--- src/hdl/bdms_pkg.sv ---
// Shared types, constants and menu functions for the button debounce menu select block.
`default_nettype none

package bdms_pkg;

  localparam int MAX_BUTTONS = 4;
  localparam int BUTTONS_DEF = 4;
  localparam int CFG_IDX_W   = 1;
  localparam int CFG_W       = 8;

  // configuration register indexes
  localparam logic [CFG_IDX_W-1:0] REG_DEBOUNCE = 1'b0;
  localparam logic [CFG_IDX_W-1:0] REG_PERIOD   = 1'b1;

  localparam logic [CFG_W-1:0] DEBOUNCE_RST = 8'd5;
  localparam logic [CFG_W-1:0] PERIOD_RST   = 8'd10;

  // menu states
  localparam logic MENU_NORMAL = 1'b0;
  localparam logic MENU_ALT    = 1'b1;

  // buttons with special menu behaviour
  localparam logic [1:0] BTN_ALT_ON = 2'd2;  // enters alternate menu from normal menu
  localparam logic [1:0] BTN_STAY   = 2'd3;  // "none" in alternate menu keeps it

  typedef struct packed {
    logic [3:0] button_levels;
    logic       enable_level;
  } in_t;

  typedef struct packed {
    logic [2:0] action;
    logic [1:0] button_index;
    logic       alt_menu;
    logic       last;
  } out_t;

  // presses found by one scan, with the menu state before the first of them
  typedef struct packed {
    logic [MAX_BUTTONS-1:0] mask;
    logic                   menu;
  } batch_t;

  // action code: normal menu gives 0..3, alternate menu 4..7
  function automatic logic [2:0] action_of(input logic menu, input logic [1:0] idx);
    return {menu, idx};
  endfunction

  function automatic logic next_menu(input logic menu, input logic [1:0] idx);
    logic nm;
    if (menu == MENU_NORMAL) begin
      nm = (idx == BTN_ALT_ON) ? MENU_ALT : MENU_NORMAL;
    end else begin
      nm = (idx == BTN_STAY) ? MENU_ALT : MENU_NORMAL;
    end
    return nm;
  endfunction

  // menu state after stepping through every press in index order
  function automatic logic menu_after(input logic menu, input logic [MAX_BUTTONS-1:0] mask);
    logic m;
    m = menu;
    for (int i = 0; i < MAX_BUTTONS; i++) begin
      if (mask[i]) begin
        m = next_menu(m, 2'(i));
      end
    end
    return m;
  endfunction

endpackage

`default_nettype wire

--- src/hdl/button_debounce_menu_select.sv ---
// Top level: button debounce with periodic press scan and two-state menu select.
//
//   channel  direction  handshake            beat contents
//   in       input      in_valid / in_stall  in_data: button_levels, enable_level
//   out      output     out_valid/out_stall  out_data: action, button_index, alt_menu, last
//   cfg      input      cfg_we               cfg_index, cfg_data (debounce_count, check_period)
//
// On acceptance of a sample tick the debounce counters, scan timer and menu are
// updated. A scan yields 0 to 4 action beats, one per cycle from the result buffer
// while out_stall is low.
// The next tick is taken in the cycle the last beat of the previous scan leaves.
// Synchronous reset clears all debounce, menu and timer state and the result buffer.
`default_nettype none

module button_debounce_menu_select #(
  parameter int BUTTONS = bdms_pkg::BUTTONS_DEF
) (
  input  wire logic                           clk,
  input  wire logic                           rst,
  input  wire logic                           in_valid,
  output logic                                in_stall,
  input  wire bdms_pkg::in_t                  in_data,
  output logic                                out_valid,
  input  wire logic                           out_stall,
  output bdms_pkg::out_t                      out_data,
  input  wire logic                           cfg_we,
  input  wire logic [bdms_pkg::CFG_IDX_W-1:0] cfg_index,
  input  wire logic [bdms_pkg::CFG_W-1:0]     cfg_data
);

  logic [bdms_pkg::CFG_W-1:0] debounce_count;
  logic [bdms_pkg::CFG_W-1:0] check_period;
  logic                       load;
  logic                       free;
  bdms_pkg::batch_t           batch;

  always_ff @(posedge clk) begin
    if (rst) begin
      debounce_count <= bdms_pkg::DEBOUNCE_RST;
      check_period   <= bdms_pkg::PERIOD_RST;
    end else if (cfg_we) begin
      unique case (cfg_index)
        bdms_pkg::REG_DEBOUNCE: debounce_count <= cfg_data;
        bdms_pkg::REG_PERIOD:   check_period   <= cfg_data;
        default:                ;
      endcase
    end
  end

  assign in_stall = ~free;
  assign load     = in_valid & free;

  bdms_debounce #(
    .BUTTONS(BUTTONS)
  ) u_debounce (
    .clk            (clk),
    .rst            (rst),
    .load           (load),
    .sample         (in_data),
    .debounce_count (debounce_count),
    .check_period   (check_period),
    .batch          (batch)
  );

  bdms_drain u_drain (
    .clk       (clk),
    .rst       (rst),
    .load      (load),
    .batch     (batch),
    .out_stall (out_stall),
    .out_valid (out_valid),
    .out_data  (out_data),
    .free      (free)
  );

endmodule

`default_nettype wire

--- src/hdl/bdms_debounce.sv ---
// Per-button debounce counters, scan timer and menu state update.
`default_nettype none

module bdms_debounce #(
  parameter int BUTTONS = bdms_pkg::BUTTONS_DEF
) (
  input  wire logic                       clk,
  input  wire logic                       rst,
  input  wire logic                       load,
  input  wire bdms_pkg::in_t              sample,
  input  wire logic [bdms_pkg::CFG_W-1:0] debounce_count,
  input  wire logic [bdms_pkg::CFG_W-1:0] check_period,
  output bdms_pkg::batch_t                batch
);

  logic [BUTTONS-1:0] last_level, last_level_next;
  logic [BUTTONS-1:0] settling, settling_next;
  logic [BUTTONS-1:0] stable_value, stable_value_next;
  logic [BUTTONS-1:0] change_mark, change_mark_next;
  logic [7:0]         settle_count [BUTTONS];
  logic [7:0]         settle_count_next [BUTTONS];
  logic               menu_state, menu_state_next;
  logic               initialized;
  logic [7:0]         tick_count, tick_count_next;

  logic [BUTTONS-1:0] lv;
  logic [BUTTONS-1:0] marked;
  logic [BUTTONS-1:0] press;
  logic [bdms_pkg::MAX_BUTTONS-1:0] press_ext;
  logic [7:0]         tick_inc;
  logic               scan;
  logic [7:0]         settle_inc;

  always_comb begin
    last_level_next   = last_level;
    settling_next     = settling;
    stable_value_next = stable_value;
    marked            = change_mark;
    settle_inc        = '0;
    for (int i = 0; i < BUTTONS; i++) begin
      lv[i] = sample.enable_level & sample.button_levels[i];
      settle_count_next[i] = settle_count[i];
      settle_inc = settle_count[i] + 8'd1;
      if (!initialized) begin
        last_level_next[i]   = lv[i];
        stable_value_next[i] = lv[i];
      end else if (last_level[i] != lv[i]) begin
        last_level_next[i]   = lv[i];
        settle_count_next[i] = 8'd1;
        settling_next[i]     = 1'b1;
      end else if (settling[i]) begin
        if (settle_inc >= debounce_count) begin
          settle_count_next[i] = 8'd0;
          settling_next[i]     = 1'b0;
          stable_value_next[i] = last_level[i];
          marked[i]            = 1'b1;
        end else begin
          settle_count_next[i] = settle_inc;
        end
      end
    end

    tick_inc        = tick_count + 8'd1;
    scan            = (tick_inc >= check_period);
    tick_count_next = scan ? 8'd0 : tick_inc;

    press            = scan ? (marked & stable_value_next) : '0;
    change_mark_next = marked & ~press;

    press_ext                = '0;
    press_ext[BUTTONS-1:0]   = press;
    menu_state_next          = bdms_pkg::menu_after(menu_state, press_ext);

    batch.mask = press_ext;
    batch.menu = menu_state;
  end

  always_ff @(posedge clk) begin
    if (rst) begin
      last_level   <= '0;
      settling     <= '0;
      stable_value <= '0;
      change_mark  <= '0;
      for (int i = 0; i < BUTTONS; i++) begin
        settle_count[i] <= '0;
      end
      menu_state   <= bdms_pkg::MENU_NORMAL;
      initialized  <= 1'b0;
      tick_count   <= '0;
    end else if (load) begin
      last_level   <= last_level_next;
      settling     <= settling_next;
      stable_value <= stable_value_next;
      change_mark  <= change_mark_next;
      for (int i = 0; i < BUTTONS; i++) begin
        settle_count[i] <= settle_count_next[i];
      end
      menu_state   <= menu_state_next;
      initialized  <= 1'b1;
      tick_count   <= tick_count_next;
    end
  end

endmodule

`default_nettype wire

--- src/hdl/bdms_drain.sv ---
// Result buffer: holds one scan's presses and hands out one action beat per press.
`default_nettype none

module bdms_drain (
  input  wire logic             clk,
  input  wire logic             rst,
  input  wire logic             load,
  input  wire bdms_pkg::batch_t batch,
  input  wire logic             out_stall,
  output logic                  out_valid,
  output bdms_pkg::out_t        out_data,
  output logic                  free
);

  logic [bdms_pkg::MAX_BUTTONS-1:0] pend_mask, rest;
  logic                             pend_menu, menu_step;
  logic [1:0]                       idx;
  logic                             take;

  always_comb begin
    idx = '0;
    for (int i = bdms_pkg::MAX_BUTTONS - 1; i >= 0; i--) begin
      if (pend_mask[i]) begin
        idx = 2'(i);
      end
    end
    rest      = pend_mask;
    rest[idx] = 1'b0;
    menu_step = bdms_pkg::next_menu(pend_menu, idx);

    out_valid             = |pend_mask;
    out_data.action       = bdms_pkg::action_of(pend_menu, idx);
    out_data.button_index = idx;
    out_data.alt_menu     = menu_step;
    out_data.last         = ~|rest;

    take = out_valid & ~out_stall;
    // a new batch may enter as the final beat of the current one leaves
    free = ~out_valid | (take & out_data.last);
  end

  always_ff @(posedge clk) begin
    if (rst) begin
      pend_mask <= '0;
    end else if (load) begin
      pend_mask <= batch.mask;
    end else if (take) begin
      pend_mask <= rest;
    end
  end

  always_ff @(posedge clk) begin
    if (load) begin
      pend_menu <= batch.menu;
    end else if (take) begin
      pend_menu <= menu_step;
    end
  end

endmodule

`default_nettype wire

--- config.mk ---
export PLATFORM = sky130hd
export DESIGN_NAME = button_debounce_menu_select
export DESIGN_NICKNAME = d
export VERILOG_FILES = /design/src/hdl/bdms_pkg.sv /design/src/hdl/button_debounce_menu_select.sv /design/src/hdl/bdms_debounce.sv /design/src/hdl/bdms_drain.sv
export SDC_FILE = /design/constraint.sdc
export NUM_CORES = 1
export LEC_CHECK = 0
export ABC_AREA = 1
export BUFFER_PORTS_ARGS = -buffer_cell sky130_fd_sc_hd__buf_2
export CORE_MARGIN = 2
export CORE_UTILIZATION = 35
export CTS_CLUSTER_SIZE = 28
export DETAILED_ROUTE_END_ITERATION = 6
export PLACE_DENSITY = 0.55
export SYNTH_ARGS = -nofsm -noshare
export SYNTH_HDL_FRONTEND = slang
export SYNTH_SLANG_ARGS = --single-unit
--- constraint.sdc ---
create_clock -name clk -period 3.3 [get_ports clk]
set_clock_uncertainty 0.2 [all_clocks]
set_input_delay 0.495 -clock clk [delete_from_list [all_inputs] [get_ports clk]]
set_output_delay 0.495 -clock clk [all_outputs]
set_load 0.05 [all_outputs]
======== After elaboration in Yosys (flattened, before gate mapping) ========
Memory sizes are Yosys's and may differ from the RTL's.
Cells that the tools add are included.
storage, ports and cells
  register bits after elaboration ......... 47
  bits in writable memories ............... 32
  bits of input ports ..................... 19
  output and inout bits ................... 9
  memories kept ........................... 1
memory list
  name                     depth  bits a word  read ports  clocked after memory_dff  wr ports  RTL line             RTL
  u_debounce.settle_count  4      8            4           0                         4         bdms_debounce.sv:20  logic [7:0] settle_count [BUTTONS];
operators by class
  add/subtract/negate cells ............... 5
  magnitude comparators ................... 7
  equal/unequal tests ..................... 10
  mux-type cells .......................... 98
  bitwise logic cells ..................... 21
  reductions and logical operators ........ 12
operators by type and width
  cell                 number
  $mux 8               21
  $mux 1               69
  $add 8x1->8 const B  5
  $ge 8x8->1           5
  $reduce_and 2->1     7
  $and 4x4->4          3
  $mux 4               3
  $mux 2               4
  $ne 2x2->1 const B   4
  $not 4->4            2
  $reduce_or 4->1      2
  $and 1x1->1          7
  $or 1x1->1           5
  $eq 2x2->1 const B   2
  $ne 1x1->1           4
  $not 1->1            4
  $lt 2x3->1 const B   1
  $demux 1 s2          1
  $ge 2x1->1 const B   1
  $reduce_bool 2->1    1
  $logic_and 1x1->1    1
  $logic_not 1->1      1

======== Depth between registers and ports, before layout ========
Gate-level depths: netlist (run 1).
  depth in word-level cells ............... 19
  depth in mapped cells ................... 21
  depth with buffers taken out ............ 21

======== Modules after synthesis ========
Synthesis (run 1) repeated with hierarchy kept, for this count alone.
unflattened totals
  cells, all modules ...................... 654
  area total of the unflattened synthesis .. 4,984.8 µm²
by module, submodules not included
  module                       instances  cells an instance  area an instance (µm²)  sequential area each (µm²)
  bdms_debounce                1          508                3,981.3                 1,481.4
  button_debounce_menu_select  1          88                 629.4                   320.3
  bdms_drain                   1          58                 374.1                   110.1

======== Worst setup path before layout (run 1) ========
No wires, ideal clock.
  path kind ............................... reg2reg
  start point ............................. memory u_debounce.settle_count[1][0]
  end point ............................... register u_debounce.menu_state
  arrival ................................. 2.366 ns
  slack ................................... 0.621 ns
  stages on the path, launching flop included .. 18
  path buffers ............................ 0
  clock period less this slack ............ 2.679 ns
  cells stage by stage .................... edfxtp_1 nand3_1 nor3b_1 nand2_1 xor2_1 inv_1 ha_1 nand2_1 nor2_1 nand4_1 nand3_1 nand3_1 a21oi_1 nand2_1 nand3_1 nand2_1 nand3_1 nand2_1
RTL lines
  what                    RTL line             RTL
  start: declaration      bdms_debounce.sv:20
  end signal: assignment  bdms_debounce.sv:87  menu_state <= bdms_pkg::MENU_NORMAL;
  end signal: assignment  bdms_debounce.sv:98  menu_state <= menu_state_next;
  end: declaration        bdms_debounce.sv:22  logic menu_state, menu_state_next;

==> impl_metrics.json, run 1 <==
{
  "final-seq-area_um2": 1910,
  "grt_remaining_overflow": 0,
  "groute.usage.overall": 0.152,
  "crit_fanout": 5,
  "power.leakage_nw": 2.57,
  "power_per_cell_area_nw_per_um2": 454,
  "synth-edff-count": 33,
  "clockPowerShare": 0.375,
  "chipHeight_um": 122,
  "timing.slew.headroom": 0.756,
  "route.detailed.drc": 0,
  "pin_count_of_the_biggest_net_entering_global_routing": 19,
  "syn2layout_area_growth_pct": 12.5,
  "reg2reg_setup_slack_ps": 300,
  "flip_flop_and_latch_count_after_synthesis": 79,
  "p_seq_frac": 0.449,
  "post_synthesis_cells": 604,
  "post_synthesis_async_set_or_reset_flop_share": 0,
  "place_congestion": 0.850,
  "wl_mm": 10.5,
  "dp_hpwl_mm": 8.17,
  "first_pass_grt_wire_length_mm": 17.8,
  "multi_input_area_um2": 2530,
  "status": "finished, final reports clean",
  "postSynthAreaPerCell_um2": 8.11,
  "power_mw": 2.50,
  "timing.hold.worst.class": "in -> reg",
  "first_pass_iters": 4,
  "layout_worst_path_cycle_share": 0.908,
  "critPathLaunchType": "flip-flop",
  "synth_nets": 668,
  "finalNetCount": 700,
  "cts_tree": "yes",
  "synth_top_flop_cell": "dfxtp_1",
  "critical_path_required_ps": 3350,
  "final-setup-viol-count": 0,
  "min_period_ps": 3000,
  "rows": 43,
  "antenna_violating_nets_post_route": 0,
  "hold_viol": 0,
  "synth_adder_area_share": 0.115,
  "switching_power_mw": 0.749,
  "vias": 3898,
  "cts_buf_count": 9,
  "slew_violations": 0,
  "die-area_um2": 15000,
  "p_int_mw": 1.75,
  "yosysWarningCount": 0,
  "finalHoldWorstSlack_ps": 171,
  "synth_xor_area_frac": 0.0547,
  "die_span_x_um": 122,
  "rsz_0062_raised_after_global_routing": "false",
  "clockBufferDepth": 2,
  "worst_slew_pin_slew_ps": 366,
  "fraction_of_the_mapped_netlist_area_in_simple_logic_gates": 0.231,
  "synth_compound_area_frac": 0.113,
  "fin_ws_ps": 305,
  "io_buffer_count": 27,
  "muxShareOfSynthArea": 0,
  "drive_above_1_share": 0.137,
  "worst_ir_drop_vdd_mv": 0.238,
  "ys_types": 39,
  "core_um2": 13800,
  "worstSkewPairLatency_ps": 350,
  "power.share.switching": 0.299,
  "max-cap-violations": 0,
  "worstPathArrival_ps": 3040,
  "diodes": 0,
  "via_count_of_the_first_global_routing_pass": 3864,
  "grt_antenna_before_repair": 0,
  "yosysSeqAreaShare": 0.390,
  "route.detailed.wl_per_inst_um": 12.8,
  "clkSlewWorstSetupHoldPaths_ps": 60,
  "dr.first_iter.drc_count": 193,
  "synth_top_family_by_area": "simple AND/OR/NAND/NOR gates",
  "fill_cells": 1459,
  "timing.setup.tns_ps": 0,
  "initial_utilization": 0.356,
  "via_per_inst": 4.75,
  "clock_sinks": 79,
  "critical_path.endpoint_type": "flip-flop",
  "crit_type": "reg -> reg",
  "comb_power_share": 0.176,
  "dp_worst_setup_slack_ps": 285,
  "cts_max_level": 3,
  "synthesis.area_um2": 4900,
  "timing.fmax_mhz": 334,
  "design.portCount": 28,
  "cts_setup_buffers": 0,
  "clock_tree.root_cell": "clkbuf_16"
}
layout by cell type, fill, tap and decap left out, types with 2 or more instances in the layout:
master	instances
edfxtp_1	33
a21o_1	2
a21oi_1	34
ha_1	45
buf_2	27
xor2_1	25
nand4_1	11
nand3_1	27
nand2_2	8
nor2_1	62
nand3_4	2
inv_2	5
nor2_4	3
nand3b_1	6
o21ai_1	10
inv_1	99
nand2_1	100
nor2_2	8
a31oi_1	2
dfxtp_1	46
inv_4	2
buf_4	6
clkbuf_16	9
a32o_1	3
o21a_1	5
o211ai_1	3
o22ai_1	10
o21ai_0	24
nor3_2	6
xor2_2	3
inv_6	2
registers in the layout, indices dropped and copies added, names as in the netlist:
| register | cells |
|---|---|
| u_debounce.settling | 4 |
| u_debounce.tick_count | 8 |
| u_debounce.initialized | 1 |
| u_drain.pend_menu | 1 |
| u_debounce.menu_state | 1 |
| check_period | 8 |
| u_debounce.stable_value | 4 |
| u_debounce.settle_count | 32 |
| u_drain.pend_mask | 4 |
| u_debounce.change_mark | 4 |
| u_debounce.last_level | 4 |
| debounce_count | 8 |
final cells by class:
type                    instances  area share
inverters                     105      0.0715
well taps                     180      0.0409
flip-flops and latches         79       0.347
repair buffers                 33      0.0327
clock buffers                  10      0.0415
clock inverters                 6     0.00772
multi-input cells             408       0.459
power by group through the flow:
stage          Sequential, mW  Combinational [mW]  Clock [mW]
6_report                 1.12               0.440       0.939
5_1_grt                  1.13               0.515        1.01
4_1_cts                  1.12               0.445       0.971
3_5_place_dp             1.15               0.441           0
3_3_place_gp             1.14               0.424           0
2_1_floorplan            1.13               0.332           0
logic make-up after synthesis:
group                    count (synthesis)
flip-flops                              79
AO/OA/AOI/OAI                           97
adder cells (fa/ha/maj)                 45
XOR/XNOR                                28
AND/OR/NAND/NOR                        238
buffers and inverters                  117
what timing repair did:
action                     CTS  global route
hold buffers                 0             0
setup endpoints to repair    0             5
gates resized for setup      0             4
stage by stage:
| stage | cell area, um2 | util | cells |
|---|---|---|---|
| 5_1_grt | 5510 | 0.400 | 821 |
| 4_1_cts | 5500 | 0.399 | 821 |
| 3_3_place_gp | 5230 | 0.379 | 805 |
| 2_1_floorplan | 4900 | - | 604 |
| 3_5_place_dp | 5230 | 0.379 | 805 |
| 6_report | 5510 | 0.400 | 821 |
synthesized netlist by cell type, types with 11 or more instances:
library cell,number,share of area
a21oi_1,34,0.035
dfxtp_1,46,0.19
edfxtp_1,33,0.20
ha_1,45,0.11
inv_1,99,0.076
nand2_1,101,0.077
nand3_1,28,0.029
nand4_1,11,0.014
nor2_1,63,0.048
o21ai_0,24,0.025
xor2_1,25,0.045
worst max-delay path, stage by stage, from the launching register on:
cell and delay (ps):
edfxtp_1 390, nand3_1 140, nand3b_1 220, nand3b_1 190, xor2_1 180, inv_1 60, ha_1 290, nand2_1 70
nor2_1 140, nand2_1 60, nand2_1 50, nor2_1 30, nand2_1 140, nand3_1 130, a21oi_1 160, nand3_1 150
nand3_1 120, nand2_1 50, nand3_1 70, nand2_1 40
worst paths after layout:
path,depth (start not counted),from,to
worst min-delay path,3,cfg_data[0],debounce_count[0]$_SDFFE_PP1P_
worst min register to register,2,u_debounce.change_mark[3]$_SDFFE_PP0P_,u_debounce.change_mark[3]$_SDFFE_PP0P_
worst max register to register,19,u_debounce.settle_count[0][0]$_SDFFCE_PN0P_,u_debounce.menu_state$_SDFFE_PP0P_
worst max-delay path,19,u_debounce.settle_count[0][0]$_SDFFCE_PN0P_,u_debounce.menu_state$_SDFFE_PP0P_
per-layer routing:
layer / track usage / vias up / part of all wire
li1: - / 2048 / -
met1: 0.186 / 1779 / 0.47
met2: 0.259 / 53 / 0.48
met3: 0.0237 / 18 / 0.025
met4: 0.0754 / 0 / 0.026
met5: 0 / - / 0
Power figures use the tool's default switching activity.
==> inputs of run 2 (changes only) <==
Settings changed: SETUP_SLACK_MARGIN set to 0.5.
==> run 2 against run 1 <==
Global-route usage is 0.59 points higher. Critical path depth fell by 1. Total power increased by 4.1%. Critical endpoint unchanged. Combinational power rose by 21%. Flip-flop and latch count stayed put. Hold slack about the same. Register-to-register slack gained 190 ps. Critical path type unchanged. Highest routed layer unchanged. Die area unchanged. Via count rose by 4.8%. Maximum frequency rose by 7.0%. Sequential share of layout area down 2.7 points.
==> impl_metrics.json, run 2 (synthesis results as in run 1) <==
{
  "cts_max_level": 3,
  "place_congestion": 0.850,
  "worstPathArrival_ps": 2850,
  "power_mw": 2.61,
  "wl_mm": 11.3,
  "power_per_cell_area_nw_per_um2": 435,
  "rsz_0062_raised_after_global_routing": "true",
  "diodes": 0,
  "worstReg2RegEnd": "u_debounce.menu_state$_SDFFE_PP0P_",
  "cts_buf_count": 9,
  "cts_tree": "yes",
  "drive_above_1_share": 0.263,
  "worstSkewPairLatency_ps": 350,
  "largest_register": "u_debounce.settle_count",
  "critPathSlowestCell": "edfxtp_1",
  "final_cell_mix": "inv_1, nand2_1, nor2_1",
  "slew_violations": 0,
  "finalNetCount": 728,
  "clock_tree.root_cell": "clkbuf_16",
  "fill_cells": 1415,
  "crit_fanout": 5,
  "timing.fmax_mhz": 357,
  "clock_sinks": 79,
  "pin_count_of_the_biggest_net_entering_global_routing": 19,
  "max-cap-violations": 0,
  "hold-path-cell-count": 3,
  "timing.hold.worst_endpoint": "debounce_count[0]$_SDFFE_PP1P_",
  "chipHeight_um": 122,
  "post-place-cells": 805,
  "final-instance-count-excl-fill": 849,
  "slowest_delay_ps": 440,
  "clkSlewWorstSetupHoldPaths_ps": 60,
  "syn2layout_area_growth_pct": 22.2,
  "cts.hold.buffers_added": 0,
  "timing.slew.headroom": 0.701,
  "worst_ir_drop_vdd_mv": 0.239,
  "cp_top_family": "simple AND/OR/NAND/NOR gates",
  "core_um2": 13800,
  "dp_hpwl_mm": 8.17,
  "via_per_inst": 4.81,
  "route.detailed.wl_per_inst_um": 13.3,
  "rows": 43,
  "dr.first_iter.drc_count": 219,
  "die_span_x_um": 122,
  "design.portCount": 28,
  "grt_antenna_before_repair": 0,
  "crit_type": "reg -> reg",
  "ordered_list_of_cells_on_the_worst_path": "ha_2, nand2_2, inv_2, nand4_1, xor2_1, inv_1, ha_4, nand2_2, nor2_2, nand4_1, nand3_2, nand3_1, nand3_1, nand2_1, nand2_2, nand4_1, nand3_1, nand2_1",
  "final-setup-viol-count": 0,
  "die-area_um2": 15000,
  "first_pass_grt_wire_length_mm": 18.5,
  "power.leakage_nw": 2.75,
  "grt_remaining_overflow": 0,
  "min_period_ps": 2800,
  "antenna_violating_nets_post_route": 0,
  "reg2reg_setup_slack_ps": 500,
  "layout_worst_path_cycle_share": 0.849,
  "timing.setup.tns_ps": 0,
  "groute.usage.overall": 0.158,
  "vias": 4086,
  "clockBufferDepth": 2,
  "io_buffer_count": 27,
  "hp-start": "cfg_data[0]",
  "first_pass_iters": 4,
  "timing.hold.worst.class": "in -> reg",
  "worst-r2r-cell-count": 18,
  "status": "finished, final reports clean",
  "critPathLaunchType": "flip-flop",
  "critical_path_required_ps": 3350,
  "critical_register_to_register_path_startpoint": "u_debounce.settle_count[1][0]$_SDFFCE_PN0P_",
  "initial_utilization": 0.356,
  "critical_path.endpoint_type": "flip-flop",
  "route.detailed.drc": 0,
  "worst_slew_pin_slew_ps": 447,
  "via_count_of_the_first_global_routing_pass": 4044,
  "largest_register_ff_count": 32,
  "hold_viol": 0,
  "bufs_and_invs_on_worst_path": 2
}
[run 2: cell count changes in the layout (fill, tap and decap cells not counted), moves of 7 or more]
cell / before / now
buf_4: 6 / 34
inv_1: 99 / 91
inv_2: 5 / 13
nand2_1: 100 / 91
nand3_1: 27 / 12
nand3_2: 1 / 16
nor2_1: 62 / 54
nor2_2: 8 / 15
[run 2: worst reg2reg max path, delay by kind of cell, from the launching register on]
family	cells	cell delay, ps
buffers and inverters	2	150
xor gates and xnor gates	1	200
adders and majority gates	2	480
DFF	1	440
and+or+nand+nor	13	1220
[run 2: area by class of cell]
| cell class | instances | area (um2) | share of cell area |
|---|---|---|---|
| Inverter | 105 | 394 | 0.0658 |
| Tap cell | 180 | 225 | 0.0376 |
| Clock inverter | 6 | 42.5 | 0.00710 |
| Sequential cell | 79 | 1910 | 0.320 |
| Clock buffer | 10 | 229 | 0.0382 |
| Multi-Input combinational cell | 408 | 2790 | 0.466 |
| Timing Repair Buffer | 61 | 390 | 0.0652 |
[run 2: how the worst max path moves through the flow]
stage / start / endpoint / slack [ps] / cells past startpoint
detailed placement: u_debounce.settle_count[1][0]$_SDFFCE_PN0P_ / u_debounce.menu_state$_SDFFE_PP0P_ / 280 / 17
CTS: u_debounce.settle_count[3][0]$_SDFFCE_PN0P_ / u_drain.pend_mask[3]$_SDFFE_PP0P_ / 490 / 16
global route: u_debounce.settle_count[2][0]$_SDFFCE_PN0P_ / u_debounce.menu_state$_SDFFE_PP0P_ / 270 / 15
global placement: u_debounce.settle_count[2][0]$_SDFFCE_PN0P_ / u_debounce.menu_state$_SDFFE_PP0P_ / 310 / 18
floorplan: u_debounce.settle_count[1][0]$_SDFFCE_PN0P_ / u_debounce.menu_state$_SDFFE_PP0P_ / 620 / 17
finish: u_debounce.settle_count[1][0]$_SDFFCE_PN0P_ / u_debounce.menu_state$_SDFFE_PP0P_ / 500 / 18
[run 2: stage by stage]
step | util | instance area, um2 | hold WS [ps] | setup slack (ps)
3_5_place_dp | 0.379 | 5230 | 253 | 285
2_1_floorplan | - | 4900 | 226 | 621
6_report | 0.435 | 5990 | 171 | 500
5_1_grt | 0.435 | 5990 | 186 | 269
3_3_place_gp | 0.379 | 5230 | 244 | 309
4_1_cts | 0.415 | 5710 | 161 | 492
[run 2: timing repair]
action                                  in CTS  in global routing
gates resized for setup                     21                 52
cloned                                       0                  0
pin swaps                                   17                 34
setup buffers                               19                  9
endpoints found under the hold margin        0                  0
endpoints found under the setup margin      16                 47
[run 2: metal layers]
layer	global-route usage	share of wire
met1	0.192	0.45
met2	0.268	0.49
met3	0.0242	0.028
met4	0.0855	0.027
met5	0	0
[run 2: report_power, final]
part,leakage [nW],switching [mW],internal (mW)
logic,1.90,0.323,0.210
clock network,0.134,0.429,0.515
registers,0.715,0.0466,1.08
==> inputs of run 3 (changes only) <==
Settings changed: PLACE_DENSITY 0.55 to 0.56.
Clock period 3.3 ns to 2.5 ns, I/O delays scaled along.
==> run 3 against run 2 <==
The run now ends with negative setup slack left. Register-to-register slack worse by 830 ps. Sequential share of layout area decreased by 4.9 points. Combinational power increased by 89%. Setup slack got worse by 830 ps. Non-clock buffer count rose by 70. Count of clock-buffer cells in the layout unchanged. Die area did not move. Maximum frequency fell by 0.96%. Critical path depth is the same. Flip-flop and latch count unchanged. Total power is 42% higher. Critical endpoint unchanged.
==> impl_metrics.json, run 3 (synthesis results as in run 1) <==
{
  "critical_path.endpoint_type": "flip-flop",
  "diodes": 0,
  "dr.first_iter.drc_count": 187,
  "cts_buf_count": 9,
  "route.detailed.wl_per_inst_um": 13.3,
  "core_um2": 13800,
  "worstReg2RegEnd": "u_debounce.menu_state$_SDFFE_PP0P_",
  "worst-r2r-cell-count": 18,
  "clock_tree.root_cell": "clkbuf_16",
  "hold-path-cell-count": 3,
  "hp-start": "cfg_data[2]",
  "first_pass_iters": 4,
  "violations": "negative setup slack",
  "cts_max_level": 3,
  "layout_worst_path_cycle_share": 1.13,
  "largest_register_ff_count": 32,
  "io_buffer_count": 27,
  "dp_hpwl_mm": 8.55,
  "via_per_inst": 4.68,
  "power.leakage_nw": 3.18,
  "crit_fanout": 4,
  "worst_slew_pin_slew_ps": 473,
  "rows": 43,
  "vias": 4304,
  "post-place-cells": 855,
  "timing.fmax_mhz": 354,
  "worst_ir_drop_vdd_mv": 0.298,
  "status": "finished with violations",
  "final-setup-viol-count": 49,
  "fill_cells": 1272,
  "rsz_0062_raised_after_global_routing": "true",
  "hold_viol": 0,
  "cts_tree": "yes",
  "final_common_cell": "buf_4",
  "drive_above_1_share": 0.432,
  "fin_ws_ps": -327,
  "chipHeight_um": 122,
  "timing.hold.worst.class": "in -> reg",
  "slew_violations": 0,
  "critical_path_required_ps": 2540,
  "place_congestion": 0.817,
  "finish.utilization": 0.518,
  "slowest_delay_ps": 440,
  "placement.cell_area_um2": 5800,
  "ordered_list_of_cells_on_the_worst_path": "ha_2, nand2_2, inv_2, nand4_1, xor2_1, inv_1, ha_4, nand2_4, nor2_4, nand4_1, nand3_2, nand3_1, a21oi_2, nand2_4, nand3_2, nand2_1, nand3_1, nand2_1",
  "final-seq-area_um2": 1930,
  "critical_register_to_register_path_startpoint": "u_debounce.settle_count[1][0]$_SDFFCE_PN0P_",
  "antenna_violating_nets_post_route": 0,
  "worstPathArrival_ps": 2870,
  "critPathLaunchType": "flip-flop",
  "power_per_cell_area_nw_per_um2": 520,
  "multi_input_area_um2": 3220,
  "timing.hold.worst_endpoint": "debounce_count[2]$_SDFFE_PP1P_",
  "die_span_x_um": 122,
  "final-instance-count-excl-fill": 919,
  "clkSlewWorstSetupHoldPaths_ps": 60,
  "worstSkewPairLatency_ps": 350,
  "pin_count_of_the_biggest_net_entering_global_routing": 19,
  "critPathSlowestCell": "edfxtp_1",
  "post-route-cell-area_um2": 7130,
  "clockBufferDepth": 2,
  "finalNetCount": 798,
  "syn2layout_area_growth_pct": 45.5,
  "min_period_ps": 2830,
  "via_count_of_the_first_global_routing_pass": 4329,
  "cts.hold.buffers_added": 0,
  "grt_antenna_before_repair": 0,
  "first_pass_grt_wire_length_mm": 20.1,
  "groute.usage.overall": 0.172,
  "timing.slew.headroom": 0.685,
  "final_cell_mix": "buf_4, inv_1, nand2_1",
  "crit_type": "reg -> reg",
  "grt_remaining_overflow": 0,
  "largest_register": "u_debounce.settle_count",
  "initial_utilization": 0.356,
  "clock_sinks": 79,
  "max-cap-violations": 0,
  "reg2reg_setup_slack_ps": -330,
  "route.detailed.drc": 0,
  "design.portCount": 28,
  "die-area_um2": 15000,
  "wl_mm": 12.2
}
==> run 3: final cells by class <==
cell class / count / area share
Clock buffer: 10 / 0.0321
Clock inverter: 6 / 0.00614
Inverter: 105 / 0.0602
Multi-Input combinational cell: 408 / 0.452
Sequential cell: 79 / 0.271
Tap cell: 180 / 0.0316
Timing Repair Buffer: 131 / 0.147
==> run 3: worst max-delay path by stage <==
stage	startpoint	to	slack, ps
2_1_floorplan	u_debounce.settle_count[0][0]$_SDFFCE_PN0P_	u_debounce.menu_state$_SDFFE_PP0P_	-140
3_3_place_gp	u_debounce.settle_count[0][0]$_SDFFCE_PN0P_	u_debounce.menu_state$_SDFFE_PP0P_	-310
3_5_place_dp	u_debounce.settle_count[0][0]$_SDFFCE_PN0P_	u_debounce.menu_state$_SDFFE_PP0P_	-450
4_1_cts	u_debounce.settle_count[1][0]$_SDFFCE_PN0P_	u_debounce.menu_state$_SDFFE_PP0P_	-290
5_1_grt	u_debounce.settle_count[1][0]$_SDFFCE_PN0P_	u_debounce.menu_state$_SDFFE_PP0P_	-520
6_report	u_debounce.settle_count[1][0]$_SDFFCE_PN0P_	u_debounce.menu_state$_SDFFE_PP0P_	-330
==> run 3: per-layer routing <==
metal	vias up	part of all wire	track usage
met4	0	0.014	0.0740
li1	2242	-	-
met1	1997	0.45	0.214
met5	-	0	0
met2	50	0.50	0.290
met3	15	0.032	0.0321
==> run 3: what timing repair did <==
| action | CTS | global route |
|---|---|---|
| buffers inserted | 26 | 22 |
| pin swaps | 49 | 47 |
| setup endpoints to repair | 91 | 91 |
| gates cloned | 0 | 0 |
| endpoints found under the hold margin | 0 | 0 |
| gates resized for setup | 82 | 79 |
==> run 3: where the power goes <==
group          total (mW)  internal, mW  switching, mW
logic                1.01         0.458          0.548
registers            1.48          1.43         0.0522
clock network        1.22         0.676          0.547
total                3.71          2.56           1.15
==> run 3: critical path, delay by kind of cell, from the launching register on <==
family          cells  cell delay [ps]
fa+ha+maj           2              510
buf+inv             2              140
compound gates      1              200
xor+xnor            1              210
simple gates       12             1020
flops               1              440
==> run 3: through the flow <==
| step | power (mW) | hold WS [ps] | worst slack, ps | TNS (ps) |
|---|---|---|---|---|
| 6_report | 3.71 | 61.2 | -327 | -10900 |
| 5_1_grt | 3.93 | 82.0 | -525 | -19410 |
| 4_1_cts | 3.61 | 49.8 | -291 | -5880 |
| 3_5_place_dp | 2.22 | 239 | -446 | -7890 |
| 3_3_place_gp | 2.19 | 238 | -306 | -5420 |
| 2_1_floorplan | 1.97 | 226 | -141 | -200 |
